<file path="config.mk">
export PLATFORM = sky130hd
export DESIGN_NAME = latency_jitter_histogram_flat
export DESIGN_NICKNAME = d
export VERILOG_FILES = /design/src/rtl/core/ljh_pkg.sv /design/src/rtl/core/ljh_if.sv /design/src/rtl/core/ljh_front.sv /design/src/rtl/core/ljh_queue.sv /design/src/rtl/core/ljh_divider.sv /design/src/rtl/core/ljh_back.sv /design/src/rtl/core/latency_jitter_histogram.sv /design/src/flat_wrapper.sv
export SDC_FILE = /design/constraint.sdc
export NUM_CORES = 2
export LEC_CHECK = 0
export ABC_AREA = 1
export ABC_CLOCK_PERIOD_IN_PS = 10800
export BUFFER_PORTS_ARGS = -buffer_cell sky130_fd_sc_hd__buf_4
export CORE_ASPECT_RATIO = 1.25
export CORE_MARGIN = 2
export CORE_UTILIZATION = 60
export CTS_CLUSTER_SIZE = 25
export DETAILED_ROUTE_END_ITERATION = 8
export GPL_TIMING_DRIVEN = 0
export HOLD_SLACK_MARGIN = 0.06
export PLACE_DENSITY = 0.78
export SKIP_CTS_REPAIR_TIMING = 1
export SLEW_MARGIN = 30
export SYNTH_ARGS = -nofsm -noshare
export SYNTH_HDL_FRONTEND = slang
export SYNTH_SLANG_ARGS = --single-unit
</file>
<file path="constraint.sdc">
create_clock -name clk -period 10.8 [get_ports clk]
set_input_delay 2.16 -clock clk [delete_from_list [all_inputs] [get_ports clk]]
set_output_delay 2.16 -clock clk [all_outputs]
set_load 0.01 [all_outputs]
</file>
<file path="src/rtl/core/ljh_pkg.sv">
// ----------------------------------------------------------------------------
// ljh_pkg: shared types and constants of the latency jitter histogram
// Field widths, register map, reset values and small helper functions.
// ----------------------------------------------------------------------------
`timescale 1ns / 1ps

package ljh_pkg;

	localparam int TS_W        = 32;   // timestamp and delta width
	localparam int CPU_W       = 16;   // clocks_per_us width
	localparam int THR_W       = 8;    // threshold_us width
	localparam int SEC_W       = 20;   // seconds counter width
	localparam int MS_W        = 10;   // milliseconds counter width
	localparam int CNT_W       = 32;   // saturating counters and delay values
	localparam int BIN_W       = 3;    // histogram bin index
	localparam int NUM_BINS    = 6;
	localparam int MAX_EXACT_BIN = 5;
	localparam int MS_PER_S    = 1000;
	localparam int MS_LEN_W    = 26;   // clocks_per_us * 1000
	localparam int THR_TICKS_W = 24;   // threshold_us * clocks_per_us

	localparam int COUNTER_WIDTH_DEF = 32;
	localparam int QUEUE_DEPTH_DEF   = 2;

	// Register map
	localparam int PADDR_W   = 4;
	localparam int PDATA_W   = 32;
	localparam int REG_IDX_W = 2;
	localparam logic [REG_IDX_W-1:0] REG_CLOCKS_PER_US = 2'd0;
	localparam logic [REG_IDX_W-1:0] REG_THRESHOLD_US  = 2'd1;
	localparam logic [REG_IDX_W-1:0] REG_RUN_SECONDS   = 2'd2;

	localparam logic [CPU_W-1:0] CLOCKS_PER_US_RST = 16'd100;
	localparam logic [THR_W-1:0] THRESHOLD_US_RST  = 8'd1;
	localparam logic [SEC_W-1:0] RUN_SECONDS_RST   = 20'd10;

	typedef struct packed {
		logic [CPU_W-1:0] clocks_per_us;
		logic [THR_W-1:0] threshold_us;
		logic [SEC_W-1:0] run_seconds;
	} cfg_t;

	// One classified sample on its way from the front to the back.
	typedef struct packed {
		logic             cand;       // gap above the tick threshold
		logic [TS_W-1:0]  delta;
		logic [SEC_W-1:0] seconds;
		logic [MS_W-1:0]  ms;
		logic             run_done;
	} job_t;

	function automatic logic [CPU_W-1:0] cpu_eff(input logic [CPU_W-1:0] cpu);
		return (cpu == '0) ? CPU_W'(1) : cpu;
	endfunction

	function automatic logic [CNT_W-1:0] sat_inc(input logic [CNT_W-1:0] v);
		return (v == '1) ? v : v + CNT_W'(1);
	endfunction

endpackage

</file>
<file path="src/rtl/core/ljh_if.sv">
// ----------------------------------------------------------------------------
// ljh_if: sample and result channels of the latency jitter histogram
// Valid/ready channels; a word moves when valid and ready are both high.
// ----------------------------------------------------------------------------
`timescale 1ns / 1ps

interface ljh_sample_if;
	import ljh_pkg::*;
	logic            valid;
	logic            ready;
	logic [TS_W-1:0] timestamp;
	modport source(output valid, output timestamp, input ready);
	modport sink(input valid, input timestamp, output ready);
endinterface

interface ljh_result_if;
	import ljh_pkg::*;
	logic             valid;
	logic             ready;
	logic             delay_detected;
	logic [CNT_W-1:0] delay_us;
	logic [BIN_W-1:0] bin_index;
	logic [CNT_W-1:0] bin_count;
	logic [CNT_W-1:0] total_events;
	logic [CNT_W-1:0] max_delay_us;
	logic [SEC_W-1:0] elapsed_sec;
	logic [MS_W-1:0]  elapsed_ms;
	logic             run_done;
	modport source(output valid, output delay_detected, output delay_us, output bin_index,
		output bin_count, output total_events, output max_delay_us,
		output elapsed_sec, output elapsed_ms, output run_done, input ready);
	modport sink(input valid, input delay_detected, input delay_us, input bin_index,
		input bin_count, input total_events, input max_delay_us,
		input elapsed_sec, input elapsed_ms, input run_done, output ready);
endinterface

</file>
<file path="src/rtl/core/ljh_front.sv">
// ----------------------------------------------------------------------------
// ljh_front: sample intake and run clock
// Forms the wrapping gap, advances the ms/s run clock and flags candidates.
// ----------------------------------------------------------------------------
`timescale 1ns / 1ps

module ljh_front #(
	parameter int COUNTER_WIDTH = ljh_pkg::COUNTER_WIDTH_DEF
) (
	input  logic           clk,
	input  logic           arst_n,
	input  ljh_pkg::cfg_t  cfg,
	ljh_sample_if.sink     sample,
	input  logic           q_full,
	output logic           push,
	output ljh_pkg::job_t  job
);
	import ljh_pkg::*;

	localparam int DW = (COUNTER_WIDTH > TS_W) ? TS_W : COUNTER_WIDTH;
	localparam logic [63:0] MASK64 = (64'd1 << DW) - 64'd1;
	localparam logic [TS_W-1:0] DELTA_MASK = MASK64[TS_W-1:0];

	localparam logic [1:0] F_IDLE = 2'd0;
	localparam logic [1:0] F_CALC = 2'd1;
	localparam logic [1:0] F_PUSH = 2'd2;

	logic [1:0]             state_q;
	logic [TS_W-1:0]        ts_s1;
	logic [TS_W-1:0]        delta_s2;
	logic                   upd_s2;
	logic [TS_W-1:0]        last_q;
	logic                   primed_q;
	logic [TS_W-1:0]        acc_q;
	logic [MS_W-1:0]        ms_q;
	logic [SEC_W-1:0]       sec_q;
	logic [MS_LEN_W-1:0]    ms_len_q;
	logic [THR_TICKS_W-1:0] thr_ticks_q;

	logic [TS_W-1:0]  acc_sum;
	logic             tick;
	logic [MS_W-1:0]  ms_inc;
	logic             ms_wrap;
	logic [TS_W-1:0]  acc_nxt;
	logic [MS_W-1:0]  ms_nxt;
	logic [SEC_W-1:0] sec_nxt;
	logic             active;

	assign active  = sec_q < cfg.run_seconds;
	assign acc_sum = acc_q + delta_s2;
	assign tick    = acc_sum > TS_W'(ms_len_q);
	assign ms_inc  = ms_q + MS_W'(1);
	assign ms_wrap = ms_inc >= MS_W'(MS_PER_S);

	always_comb begin
		acc_nxt = acc_q;
		ms_nxt  = ms_q;
		sec_nxt = sec_q;
		if (upd_s2) begin
			if (tick) begin
				acc_nxt = '0;
				if (ms_wrap) begin
					ms_nxt  = '0;
					sec_nxt = sec_q + SEC_W'(1);
				end else begin
					ms_nxt = ms_inc;
				end
			end else begin
				acc_nxt = acc_sum;
			end
		end
	end

	assign sample.ready = (state_q == F_IDLE) && !q_full;
	assign push         = (state_q == F_PUSH);

	assign job.cand     = upd_s2 && (delta_s2 > TS_W'(thr_ticks_q));
	assign job.delta    = delta_s2;
	assign job.seconds  = sec_nxt;
	assign job.ms       = ms_nxt;
	assign job.run_done = sec_nxt >= cfg.run_seconds;

	// Config tick limits; user must change config only while idle, not checked.
	always_ff @(posedge clk) begin
		ms_len_q    <= MS_LEN_W'(cpu_eff(cfg.clocks_per_us)) * MS_LEN_W'(MS_PER_S);
		thr_ticks_q <= THR_TICKS_W'(cfg.threshold_us) * THR_TICKS_W'(cpu_eff(cfg.clocks_per_us));
	end

	always_ff @(posedge clk) begin
		if (state_q == F_IDLE && sample.valid && sample.ready) begin
			ts_s1 <= sample.timestamp;
		end
		if (state_q == F_CALC) begin
			delta_s2 <= (ts_s1 - last_q) & DELTA_MASK;
		end
	end

	always_ff @(posedge clk or negedge arst_n) begin
		if (!arst_n) begin
			state_q  <= F_IDLE;
			upd_s2   <= 1'b0;
			last_q   <= '0;
			primed_q <= 1'b0;
			acc_q    <= '0;
			ms_q     <= '0;
			sec_q    <= '0;
		end else begin
			case (state_q)
				F_IDLE: begin
					if (sample.valid && sample.ready) begin
						state_q <= F_CALC;
					end
				end
				F_CALC: begin
					upd_s2 <= active && primed_q;
					if (active) begin
						primed_q <= 1'b1;
						last_q   <= ts_s1;
					end
					state_q <= F_PUSH;
				end
				F_PUSH: begin
					acc_q   <= acc_nxt;
					ms_q    <= ms_nxt;
					sec_q   <= sec_nxt;
					state_q <= F_IDLE;
				end
				default: begin
					state_q <= F_IDLE;
				end
			endcase
		end
	end

endmodule

</file>
<file path="src/rtl/core/ljh_queue.sv">
// ----------------------------------------------------------------------------
// ljh_queue: short job queue between front and back
// Small first-in first-out buffer of classified samples.
// ----------------------------------------------------------------------------
`timescale 1ns / 1ps

module ljh_queue #(
	parameter int DEPTH = ljh_pkg::QUEUE_DEPTH_DEF
) (
	input  logic          clk,
	input  logic          arst_n,
	input  logic          push,
	input  ljh_pkg::job_t wr_data,
	output logic          full,
	input  logic          pop,
	output logic          empty,
	output ljh_pkg::job_t rd_data
);
	import ljh_pkg::*;

	// DEPTH is a power of two, at least two.
	localparam int PW = $clog2(DEPTH);
	localparam int CW = $clog2(DEPTH + 1);

	job_t          mem_q [DEPTH];
	logic [PW-1:0] wr_ptr_q;
	logic [PW-1:0] rd_ptr_q;
	logic [CW-1:0] count_q;

	assign full    = count_q == CW'(DEPTH);
	assign empty   = count_q == '0;
	assign rd_data = mem_q[rd_ptr_q];

	always_ff @(posedge clk) begin
		if (push && !full) begin
			mem_q[wr_ptr_q] <= wr_data;
		end
	end

	always_ff @(posedge clk or negedge arst_n) begin
		if (!arst_n) begin
			wr_ptr_q <= '0;
			rd_ptr_q <= '0;
			count_q  <= '0;
		end else begin
			if (push && !full) begin
				wr_ptr_q <= wr_ptr_q + PW'(1);
			end
			if (pop && !empty) begin
				rd_ptr_q <= rd_ptr_q + PW'(1);
			end
			if ((push && !full) && !(pop && !empty)) begin
				count_q <= count_q + CW'(1);
			end else if (!(push && !full) && (pop && !empty)) begin
				count_q <= count_q - CW'(1);
			end
		end
	end

endmodule

</file>
<file path="src/rtl/core/ljh_divider.sv">
// ----------------------------------------------------------------------------
// ljh_divider: iterative unsigned divider
// Restoring division of the gap by ticks per microsecond, one bit a cycle.
// ----------------------------------------------------------------------------
`timescale 1ns / 1ps

module ljh_divider (
	input  logic                       clk,
	input  logic                       arst_n,
	input  logic                       start,
	input  logic [ljh_pkg::TS_W-1:0]   dividend,
	input  logic [ljh_pkg::CPU_W-1:0]  divisor,
	output logic                       done,
	output logic [ljh_pkg::TS_W-1:0]   quotient
);
	import ljh_pkg::*;

	localparam int IW = $clog2(TS_W);

	logic [CPU_W-1:0] rem_q;
	logic [TS_W-1:0]  quo_q;
	logic [CPU_W-1:0] div_q;
	logic [IW-1:0]    cnt_q;
	logic             busy_q;
	logic             done_q;

	logic [CPU_W:0] trial;
	logic [CPU_W:0] diff;
	logic           ge;

	assign trial    = {rem_q, quo_q[TS_W-1]};
	assign diff     = trial - {1'b0, div_q};
	assign ge       = trial >= {1'b0, div_q};
	assign done     = done_q;
	assign quotient = quo_q;

	always_ff @(posedge clk) begin
		if (start) begin
			quo_q <= dividend;
			rem_q <= '0;
			div_q <= divisor;
		end else if (busy_q) begin
			rem_q <= ge ? diff[CPU_W-1:0] : trial[CPU_W-1:0];
			quo_q <= {quo_q[TS_W-2:0], ge};
		end
	end

	always_ff @(posedge clk or negedge arst_n) begin
		if (!arst_n) begin
			busy_q <= 1'b0;
			done_q <= 1'b0;
			cnt_q  <= '0;
		end else begin
			done_q <= 1'b0;
			if (start) begin
				busy_q <= 1'b1;
				cnt_q  <= '0;
			end else if (busy_q) begin
				cnt_q <= cnt_q + IW'(1);
				if (cnt_q == IW'(TS_W - 1)) begin
					busy_q <= 1'b0;
					done_q <= 1'b1;
				end
			end
		end
	end

endmodule

</file>
<file path="src/rtl/core/ljh_back.sv">
// ----------------------------------------------------------------------------
// ljh_back: delay measurement and histogram update
// Divides candidate gaps, updates bins, total and peak, holds the result.
// ----------------------------------------------------------------------------
`timescale 1ns / 1ps

module ljh_back (
	input  logic          clk,
	input  logic          arst_n,
	input  ljh_pkg::cfg_t cfg,
	input  logic          q_empty,
	output logic          pop,
	input  ljh_pkg::job_t job_in,
	ljh_result_if.source  result
);
	import ljh_pkg::*;

	localparam logic [1:0] B_IDLE = 2'd0;
	localparam logic [1:0] B_DIV  = 2'd1;
	localparam logic [1:0] B_OUT  = 2'd2;

	logic [1:0]       state_q;
	job_t             job_q;
	logic [CNT_W-1:0] quot_q;
	logic [CNT_W-1:0] bins_q [NUM_BINS];
	logic [CNT_W-1:0] total_q;
	logic [CNT_W-1:0] peak_q;
	logic             out_valid_q;
	logic             det_q;
	logic [CNT_W-1:0] dly_q;
	logic [BIN_W-1:0] bin_q;
	logic [CNT_W-1:0] bcnt_q;
	logic [SEC_W-1:0] sec_q;
	logic [MS_W-1:0]  ms_q;
	logic             run_done_q;

	logic             div_start;
	logic             div_done;
	logic [TS_W-1:0]  div_quot;
	logic             load;
	logic             ev;
	logic [BIN_W-1:0] bin_sel;
	logic [CNT_W-1:0] cnt_nxt;

	assign pop       = (state_q == B_IDLE) && !q_empty;
	assign div_start = pop && job_in.cand;
	assign load      = (state_q == B_OUT) && (!out_valid_q || result.ready);

	// A zero quotient never counts, which only happens with a zero threshold.
	assign ev      = job_q.cand && (quot_q != '0);
	assign bin_sel = (quot_q <= CNT_W'(MAX_EXACT_BIN)) ? quot_q[BIN_W-1:0] : '0;
	assign cnt_nxt = sat_inc(bins_q[bin_sel]);

	ljh_divider u_div (
		.clk      (clk),
		.arst_n   (arst_n),
		.start    (div_start),
		.dividend (job_in.delta),
		.divisor  (cpu_eff(cfg.clocks_per_us)),
		.done     (div_done),
		.quotient (div_quot)
	);

	assign result.valid           = out_valid_q;
	assign result.delay_detected  = det_q;
	assign result.delay_us        = dly_q;
	assign result.bin_index       = bin_q;
	assign result.bin_count       = bcnt_q;
	assign result.total_events    = total_q;
	assign result.max_delay_us    = peak_q;
	assign result.elapsed_sec     = sec_q;
	assign result.elapsed_ms      = ms_q;
	assign result.run_done        = run_done_q;

	always_ff @(posedge clk) begin
		if (pop) begin
			job_q <= job_in;
		end
		if (pop) begin
			quot_q <= '0;
		end else if (state_q == B_DIV && div_done) begin
			quot_q <= CNT_W'(div_quot);
		end
		if (load) begin
			det_q      <= ev;
			dly_q      <= ev ? quot_q : '0;
			bin_q      <= ev ? bin_sel : '0;
			bcnt_q     <= ev ? cnt_nxt : '0;
			sec_q      <= job_q.seconds;
			ms_q       <= job_q.ms;
			run_done_q <= job_q.run_done;
		end
	end

	always_ff @(posedge clk or negedge arst_n) begin
		if (!arst_n) begin
			state_q     <= B_IDLE;
			out_valid_q <= 1'b0;
			total_q     <= '0;
			peak_q      <= '0;
			for (int i = 0; i < NUM_BINS; i++) begin
				bins_q[i] <= '0;
			end
		end else begin
			if (load) begin
				out_valid_q <= 1'b1;
			end else if (result.ready) begin
				out_valid_q <= 1'b0;
			end
			if (load && ev) begin
				bins_q[bin_sel] <= cnt_nxt;
				total_q         <= sat_inc(total_q);
				if (quot_q > peak_q) begin
					peak_q <= quot_q;
				end
			end
			case (state_q)
				B_IDLE: begin
					if (pop) begin
						state_q <= job_in.cand ? B_DIV : B_OUT;
					end
				end
				B_DIV: begin
					if (div_done) begin
						state_q <= B_OUT;
					end
				end
				B_OUT: begin
					if (load) begin
						state_q <= B_IDLE;
					end
				end
				default: begin
					state_q <= B_IDLE;
				end
			endcase
		end
	end

endmodule

</file>
<file path="src/rtl/core/latency_jitter_histogram.sv">
// ----------------------------------------------------------------------------
// latency_jitter_histogram: gap histogram over a free-running tick counter
// Measures gaps between timestamp samples, runs a ms/s clock and keeps a
// saturating histogram, total and peak of delays in microseconds.
// ----------------------------------------------------------------------------
//
//   channel   direction  payload                                 handshake
//   sample    in         timestamp                               valid/ready
//   result    out        delay and histogram status, one a word  valid/ready
//   config    in/out     clocks_per_us, threshold_us, run_secs   APB, pready = 1
//
// In the front a sample word passes the capture, gap and run-clock states in
// turn. A word whose gap is above the tick threshold then holds the back
// while the 32-step divider runs; any other word goes to the result load.
// Reset is asynchronous and clears all counters, the histogram and the queue.
// The queue lets the front take new words while the back divides or while a
// result word waits on a stalled sink; the back loads a new result word only
// when the result register is empty or the sink takes its word.
// ----------------------------------------------------------------------------
`timescale 1ns / 1ps

module latency_jitter_histogram #(
	parameter int COUNTER_WIDTH = ljh_pkg::COUNTER_WIDTH_DEF,
	parameter int QUEUE_DEPTH   = ljh_pkg::QUEUE_DEPTH_DEF
) (
	input  logic                          clk,
	input  logic                          arst_n,
	ljh_sample_if.sink                    sample,
	ljh_result_if.source                  result,
	input  logic                          psel,
	input  logic                          penable,
	input  logic                          pwrite,
	input  logic [ljh_pkg::PADDR_W-1:0]   paddr,
	input  logic [ljh_pkg::PDATA_W-1:0]   pwdata,
	output logic [ljh_pkg::PDATA_W-1:0]   prdata,
	output logic                          pready
);
	import ljh_pkg::*;

	cfg_t                 cfg_q;
	logic                 wr_en;
	logic [REG_IDX_W-1:0] reg_idx;

	logic q_full;
	logic q_empty;
	logic push;
	logic pop;
	job_t job_wr;
	job_t job_rd;

	// Registers sit on word addresses; the low two address bits are ignored.
	assign pready  = 1'b1;
	assign wr_en   = psel && penable && pwrite && pready;
	assign reg_idx = paddr[PADDR_W-1:2];

	always_ff @(posedge clk or negedge arst_n) begin
		if (!arst_n) begin
			cfg_q.clocks_per_us <= CLOCKS_PER_US_RST;
			cfg_q.threshold_us  <= THRESHOLD_US_RST;
			cfg_q.run_seconds   <= RUN_SECONDS_RST;
		end else if (wr_en) begin
			case (reg_idx)
				REG_CLOCKS_PER_US: cfg_q.clocks_per_us <= pwdata[CPU_W-1:0];
				REG_THRESHOLD_US:  cfg_q.threshold_us  <= pwdata[THR_W-1:0];
				REG_RUN_SECONDS:   cfg_q.run_seconds   <= pwdata[SEC_W-1:0];
				default: begin
				end
			endcase
		end
	end

	always_comb begin
		case (reg_idx)
			REG_CLOCKS_PER_US: prdata = PDATA_W'(cfg_q.clocks_per_us);
			REG_THRESHOLD_US:  prdata = PDATA_W'(cfg_q.threshold_us);
			REG_RUN_SECONDS:   prdata = PDATA_W'(cfg_q.run_seconds);
			default:           prdata = '0;
		endcase
	end

	// Front: takes samples, forms gaps and keeps the run clock.
	ljh_front #(
		.COUNTER_WIDTH (COUNTER_WIDTH)
	) u_front (
		.clk    (clk),
		.arst_n (arst_n),
		.cfg    (cfg_q),
		.sample (sample),
		.q_full (q_full),
		.push   (push),
		.job    (job_wr)
	);

	ljh_queue #(
		.DEPTH (QUEUE_DEPTH)
	) u_queue (
		.clk     (clk),
		.arst_n  (arst_n),
		.push    (push),
		.wr_data (job_wr),
		.full    (q_full),
		.pop     (pop),
		.empty   (q_empty),
		.rd_data (job_rd)
	);

	// Back: divides the gap, updates the histogram and drives results.
	ljh_back u_back (
		.clk     (clk),
		.arst_n  (arst_n),
		.cfg     (cfg_q),
		.q_empty (q_empty),
		.pop     (pop),
		.job_in  (job_rd),
		.result  (result)
	);

endmodule
</file>
<file path="src/flat_wrapper.sv">
// flat-port wrapper written by rule: the top's interface ports become plain ports
module latency_jitter_histogram_flat import ljh_pkg::*;
#(
	parameter int COUNTER_WIDTH = ljh_pkg::COUNTER_WIDTH_DEF,
	parameter int QUEUE_DEPTH   = ljh_pkg::QUEUE_DEPTH_DEF
)
  (clk, arst_n, psel, penable, pwrite, paddr, pwdata, prdata, pready, sample_valid, sample_timestamp, sample_ready, result_valid, result_delay_detected, result_delay_us, result_bin_index, result_bin_count, result_total_events, result_max_delay_us, result_elapsed_sec, result_elapsed_ms, result_run_done, result_ready);
  ljh_sample_if sample_i ();
  ljh_result_if result_i ();
  input  logic clk;
  input  logic arst_n;
  input  logic psel;
  input  logic penable;
  input  logic pwrite;
  input  logic [ljh_pkg::PADDR_W-1:0] paddr;
  input  logic [ljh_pkg::PDATA_W-1:0] pwdata;
  output logic [ljh_pkg::PDATA_W-1:0] prdata;
  output logic pready;
  input wire logic [$bits(sample_i.valid)-1:0] sample_valid;
  input wire logic [$bits(sample_i.timestamp)-1:0] sample_timestamp;
  output wire logic [$bits(sample_i.ready)-1:0] sample_ready;
  output wire logic [$bits(result_i.valid)-1:0] result_valid;
  output wire logic [$bits(result_i.delay_detected)-1:0] result_delay_detected;
  output wire logic [$bits(result_i.delay_us)-1:0] result_delay_us;
  output wire logic [$bits(result_i.bin_index)-1:0] result_bin_index;
  output wire logic [$bits(result_i.bin_count)-1:0] result_bin_count;
  output wire logic [$bits(result_i.total_events)-1:0] result_total_events;
  output wire logic [$bits(result_i.max_delay_us)-1:0] result_max_delay_us;
  output wire logic [$bits(result_i.elapsed_sec)-1:0] result_elapsed_sec;
  output wire logic [$bits(result_i.elapsed_ms)-1:0] result_elapsed_ms;
  output wire logic [$bits(result_i.run_done)-1:0] result_run_done;
  input wire logic [$bits(result_i.ready)-1:0] result_ready;
  assign sample_i.valid = sample_valid;
  assign sample_i.timestamp = sample_timestamp;
  assign sample_ready = sample_i.ready;
  assign result_valid = result_i.valid;
  assign result_delay_detected = result_i.delay_detected;
  assign result_delay_us = result_i.delay_us;
  assign result_bin_index = result_i.bin_index;
  assign result_bin_count = result_i.bin_count;
  assign result_total_events = result_i.total_events;
  assign result_max_delay_us = result_i.max_delay_us;
  assign result_elapsed_sec = result_i.elapsed_sec;
  assign result_elapsed_ms = result_i.elapsed_ms;
  assign result_run_done = result_i.run_done;
  assign result_i.ready = result_ready;
  latency_jitter_histogram #(.COUNTER_WIDTH(COUNTER_WIDTH), .QUEUE_DEPTH(QUEUE_DEPTH)) u_core (.clk(clk), .arst_n(arst_n), .sample(sample_i), .result(result_i), .psel(psel), .penable(penable), .pwrite(pwrite), .paddr(paddr), .pwdata(pwdata), .prdata(prdata), .pready(pready));
endmodule
</file>
# [Word-level counts from Yosys, hierarchy flattened]
# Memory sizes are Yosys's and may differ from the RTL's.
# Index checks and enable logic that the tools add are counted.
[totals] wordCells=169 out_inout_bits=198 inputBits=75 mem_bits_rw=128 register_bits=750 n_memories=1
[classes] order_cmp=10 eq_ne=14 muxes=41 bitwise_logic=2 reduce_logical=42 addsub=12 multipliers=2
[mem_list] name="u_core.u_queue.mem_q" words=2 word_bits=64 rd=1 rd_clocked_by_memory_dff=0 wr=1 line="ljh_queue.sv:25" source="job_t mem_q [DEPTH];"
[op_table] cell="32-bit 2-to-1 mux" count=7
[op_table] cell="192-bit bitwise mux" count=1
[op_table] cell="32-bit binary-select mux with 3-bit select" count=1
[op_table] cell="32-bit demux with 3-bit select" count=1
[op_table] cell="32-bit by 1-bit adder with 32-bit output, second input constant" count=2
[op_table] cell="32-bit == test, second input constant" count=2
[op_table] cell="20-bit 2-to-1 mux" count=3
[op_table] cell="20-bit case mux with 3 select lines" count=1
[op_table] cell="32-bit adder" count=1
[op_table] cell="32-bit by 24-bit > comparator with 1-bit output" count=1
[op_table] cell="32-bit by 26-bit > comparator with 1-bit output" count=1
[op_table] cell="32-bit > comparator" count=1
[op_table] cell="32-bit by 3-bit <= comparator with 1-bit output, second input constant" count=1
[op_table] cell="16-bit 2-to-1 mux" count=2
[op_table] cell="32-bit nonzero test" count=1
[op_table] cell="32-bit subtractor" count=1
[op_table] cell="10-bit 2-to-1 mux" count=3
[op_table] cell="8-bit by 16-bit multiplier with 24-bit output" count=1
[op_table] cell="16-bit by 7-bit multiplier with 23-bit output, second input constant" count=1
[op_table] cell="20-bit by 1-bit adder with 20-bit output, second input constant" count=1
[op_table] cell="20-bit >= comparator" count=1
[op_table] cell="20-bit less-than comparator" count=1
[op_table] cell="1-bit logical AND" count=19
[op_table] cell="17-bit by 16-bit >= comparator with 1-bit output" count=1
[op_table] cell="other kinds (29)" count=68

# [Logic depth before layout (Yosys ltp)]
[depth] depth_word=9 mapped_depth=36 ltp_nobuf=35

# [By module]
# From an unflattened synthesis, not the netlist that was laid out.
[unflattened] cells_unflattened=6111 hier_area_um2=51439.3
[modules_own_cells] mod="ljh_back" area_each_um2=20365.8 cells_per_inst=2456 seq_area_each_um2=11055.6 instances=1
[modules_own_cells] mod="ljh_front" area_each_um2=19989.2 cells_per_inst=2498 seq_area_each_um2=5315.1 instances=1
[modules_own_cells] mod="ljh_queue" area_each_um2=4888.4 cells_per_inst=366 seq_area_each_um2=3943.8 instances=1
[modules_own_cells] mod="ljh_divider" area_each_um2=3998.8 cells_per_inst=510 seq_area_each_um2=1936.9 instances=1
[modules_own_cells] mod="latency_jitter_histogram" area_each_um2=2197.1 cells_per_inst=281 seq_area_each_um2=1108.6 instances=1

# [Least setup slack after synthesis]
# Ideal clock, no wire load.
[synth_path] path_kind="input to register" start="input port result_ready" end="register u_core.u_back.total_q[18] (netlist: u_core.u_back.result.total_events[18])" path_stages=10 path_slack_ns=2.195 arrival_time_ns=8.481 required_time_ns=10.676 n_path_buf=0 setup_ns=0.124 path_cell_list="nor2_1 -> nor2_1 -> nand2_1 -> inv_2 -> nand2_1 -> inv_2 -> nand3_1 -> nor3_1 -> nand4_1 -> xor2_1"
[synth_via] elab_chain_len=4
[synth_rtl] item="start, declared" line="flat_wrapper.sv:32" source="input wire logic [$bits(result_i.ready)-1:0] result_ready;"
[synth_rtl] item="1-bit logical OR" line="ljh_back.sv:47" source="assign load = (state_q == B_OUT) && (!out_valid_q || result.ready);"
[synth_rtl] item="1-bit logical AND" line="ljh_back.sv:47"
[synth_rtl] item="via u_core.u_back.load" line="ljh_back.sv:40" source="logic load;"
[synth_rtl] item="1-bit logical AND" line="ljh_back.sv:110" source="if (load && ev) begin"
[synth_rtl] item="2-bit AND reduction (no line)"
[synth_rtl] item="end signal, assigned" line="ljh_back.sv:112" source="total_q <= sat_inc(total_q);"
[synth_rtl] item="end, declared" line="ljh_back.sv:26" source="logic [CNT_W-1:0] total_q;"
# The timed path passes the listed nets, and every way through them passes these cells.
# A chain may end at the register's enable or synchronous reset.

# [Final worst setup path]
[layout_path] start="register u_core.cfg_q[30] (netlist bit)" end="register u_core.u_front.thr_ticks_q[20]"
[layout_via] elab_chain_len=3
[layout_rtl] item="start, declared" line="latency_jitter_histogram.sv:40" source="cfg_t cfg_q;"
[layout_rtl] item="16-bit zero test" line="ljh_pkg.sv:53" source="return (cpu == '0) ? CPU_W'(1) : cpu;"
[layout_rtl] item="16-bit 2-to-1 mux *" line="ljh_pkg.sv:53"
[layout_rtl] item="8-bit by 16-bit multiplier with 24-bit output *" line="ljh_front.sv:86" source="thr_ticks_q <= THR_TICKS_W'(cfg.threshold_us) * THR_TICKS_W'(cpu_eff(cfg.clocks_per_us));"
[layout_rtl] item="end signal, assigned" line="ljh_front.sv:86"
[layout_rtl] item="end, declared" line="ljh_front.sv:38" source="logic [THR_TICKS_W-1:0] thr_ticks_q;"
# Mark *: on every way between the ends. The rest lies on a longest branch, timed or not.

==> run metrics <==
max cap viols 0; number of global-route vias before repair 40800; clock latency on the worst-skew pair 670 ps; most frequent cells in the layout nand2_1 (1496), inv_1 (871), dfrtp_1 (406); crit path cell chain inv_1 > ha_1 > nand3_1 > nor2_1 > nand3_1 > clkbuf_1 > nand2_1 > inv_1 > nand2_1 > fa_1 > fa_1 > inv_1 > fa_1 > fa_1 > ha_1 > a21oi_1 > o21ai_0 > a21oi_1 > inv_1 > a21oi_1 > o221ai_1 > a21boi_0 > o21ai_0 > xor2_1; Synth Instances 5763; Peak VDD IR 0.214 mV; Filler cells 6617; Buf/Inv on CP 5; initial antenna violation count 1; Leakage Power 27.5 nW; Starting Density 60.5%; Post-Synth XOR/XNOR Area 2.90%; die width 262 µm; total gr overflow 0; DP HPWL 106000 µm; status finished, final reports clean; Metal-1 WL 53100 µm; Final Wtd Congestion 0.967; WL/cell 19.2 µm; WP data required 11330 ps; Simple-Gate Fraction of Synth Area 20.3%; final setup vio count 0; Yosys reg bits 878; All-Layer GR Usage 32.7%; Residual DRC 0; sw frac 41.8%; DP Cell Count 7116; Routed WL 139000 µm; routed wl met3 9460 µm; antenna-violating nets left 0; Post-Route Hold Slack 417 ps; Die ar. 85800 µm²; crit start category flop; FFs w/ async S/R, synth 46.9%; metal2 WL 68000 µm; Max stage delay on crit path 590 ps; routed vias 41100; Num CTS Buffers 89; yosys warns 0; Logic pwr share 45.8%; Max clock buf depth 3; final worst path period need 7190 ps; CP endpoint kind flop; iteration count of the initial detailed-routing pass 6; sequential fraction of design power 33.1%; first-pass GRT wire length 220000 µm; Max-slew headroom 32.6%; unrepaired setup endpoints after global routing false; clock root buffer clkbuf_16; hold crit path type flop to flop; Vias/cell 5.64; Slowest-stage cell, CP dfstp_2; delay-heaviest family, CP adder cells; CTS Sinks 878; fin nets 6649; Clock Power Share 21.1%; fin crit share 66.6%; PortBufs 245; max-slew violations 0; CTS tree built; DRT iter0 DRCs 3903; top_reg_cell synth dfrtp_1; sequential area share after synthesis 46.6%; share of layout cells above drive strength 1 8.77%; Crit Path Category flop to flop; Post-Route Setup TNS 0 ps; synthesized area 50100 µm²; antenna diode count 0; total power 15.4 mW; # IOs 273; most common cell after layout, fill and taps aside nand2_1; Netlist cell types 59; worst-path fanout max 10; Arrival @ worst endpoint 7720 ps; clk_skew 32.2 ps; Cell Count, Final, Fillers Out 7281; Row Count 118; Synth Area in Adders 13.3%; H-tree Lvls 3; syn_area_per_cell 8.69 µm²; Slew @ Worst Pin 1010 ps; Fmax 0.139 GHz; Clock Pin Slew Worst Setup and Hold Paths 60 ps; Psw 6.43 mW; Synth Area in Compound Gates 8.36%; Post-synth EDFFs 371; Final Hold Viols 0; CORE AREA 82800 µm²; area growth from synthesis to layout 13.5%; Layout Utilization 68.6%; P per Cell Area 270 nW/µm²; post-synthesis mux area share 0.0225%; highest metal used met4; largest net degree at the start of global routing 85; chip height 327 µm; Pint 8.94 mW; dominant combinational cell family by area after synthesis simple AND/OR/NAND/NOR gates
[synthesized netlist by cell type (14+ instances only)]
cell type | count | area (µm²)
xor2_1 | 117 | 1020
nand3_1 | 324 | 1620
nor2_1 | 368 | 1380
edfxtp_1 | 371 | 11100
a21boi_0 | 21 | 158
xnor2_1 | 49 | 429
o21ai_1 | 46 | 230
dfxtp_1 | 95 | 1900
nor4_1 | 23 | 144
fa_1 | 139 | 2780
ha_1 | 308 | 3850
dfrtp_1 | 406 | 10200
a31oi_1 | 55 | 344
nand2_1 | 1497 | 5620
a21oi_1 | 249 | 1250
nand3_2 | 26 | 260
nand4_1 | 50 | 313
o21ai_0 | 318 | 1590
buf_4 | 20 | 150
inv_2 | 14 | 52.6
nand3b_1 | 32 | 240
nor3_1 | 50 | 250
inv_1 | 872 | 3270
buf_2 | 20 | 100
o211ai_1 | 14 | 105
clkbuf_1 | 136 | 510
[worst paths after layout]
| check | cells after the start | endpoint | slack (ps) | startpoint |
|---|---|---|---|---|
| worst min-delay path | 0 | u_core.u_back.result.elapsed_ms[1] | 420 | u_core.u_back.job_q[2] |
| min in group asynchronous | 1 | u_core.u_back.result.total_events[8] | 1440 | arst_n |
| worst max register to register | 24 | u_core.u_front.thr_ticks_q[20] | 3610 | u_core.cfg_q[30] |
| worst min register to register | 0 | u_core.u_back.result.elapsed_ms[1] | 420 | u_core.u_back.job_q[2] |
| max in group asynchronous | 4 | u_core.u_back.bins_q[86] | 7890 | arst_n |
| worst max-delay path | 24 | u_core.u_front.thr_ticks_q[20] | 3610 | u_core.cfg_q[30] |
[power groups by stage]
stage,clock [mW],sequential (mW),combinational (mW)
global route,3.40,5.16,7.98
global placement,0,5.15,6.64
detailed placement,0,5.13,6.93
floorplan,0,4.98,4.92
finish,3.24,5.09,7.04
CTS,3.28,5.08,6.99
[sequential cells by signal (all words and copies together) (netlist names), 23 cells and up]
signal / flops
u_core.u_back.result.bin_count: 32
u_core.u_back.result.delay_us: 32
u_core.u_front.thr_ticks_q: 24
u_core.u_back.result.max_delay_us: 32
u_core.u_back.u_div.quotient: 32
u_core.u_back.bins_q: 192
u_core.cfg_q: 44
u_core.u_back.result.total_events: 32
u_core.u_front.ts_s1: 32
u_core.u_front.ms_len_q: 23
u_core.u_front.last_q: 32
u_core.u_front.delta_s2: 32
u_core.u_queue.mem_q: 128
u_core.u_back.quot_q: 32
u_core.u_front.acc_q: 32
u_core.u_back.job_q: 32
[cell type report]
type | instances | area (µm²) | share of cell area, %
Buffer | 198 | 920 | 1.62
Tap cell | 1080 | 1350 | 2.38
Multi-Input combinational cell | 3809 | 22500 | 39.7
Clock buffer | 114 | 2450 | 4.32
Sequential cell | 878 | 23400 | 41.1
Clock inverter | 51 | 589 | 1.04
Timing Repair Buffer | 262 | 2290 | 4.03
Inverter | 889 | 3340 | 5.87
[logic make-up after synthesis]
group	count (synthesis)
and+or+nand+nor	2415
other	2
adders and majority gates	447
DFF	878
buffers and inverters	1087
xor gates and xnor gates	166
muxes	1
AOI/OAI and AO/OA	767
[per-layer routing]
metal / vias to the layer above / track usage [%]
li1: 19300 / -
met1: 19700 / 39.3
met2: 1737 / 56.8
met3: 381 / 4.14
met4: 0 / 19.2
met5: - / 0
[per-stage QoR]
| step | worst slack (ps) | instance area (µm²) |
|---|---|---|
| finish | 3610 | 56800 |
| CTS | 3740 | 56800 |
| global route | 3200 | 56800 |
| detailed placement | 3820 | 53800 |
| global placement | -2160 | 53300 |
| floorplan | 2200 | 50100 |
No activity file was read; power rests on OpenSTA's default activity.
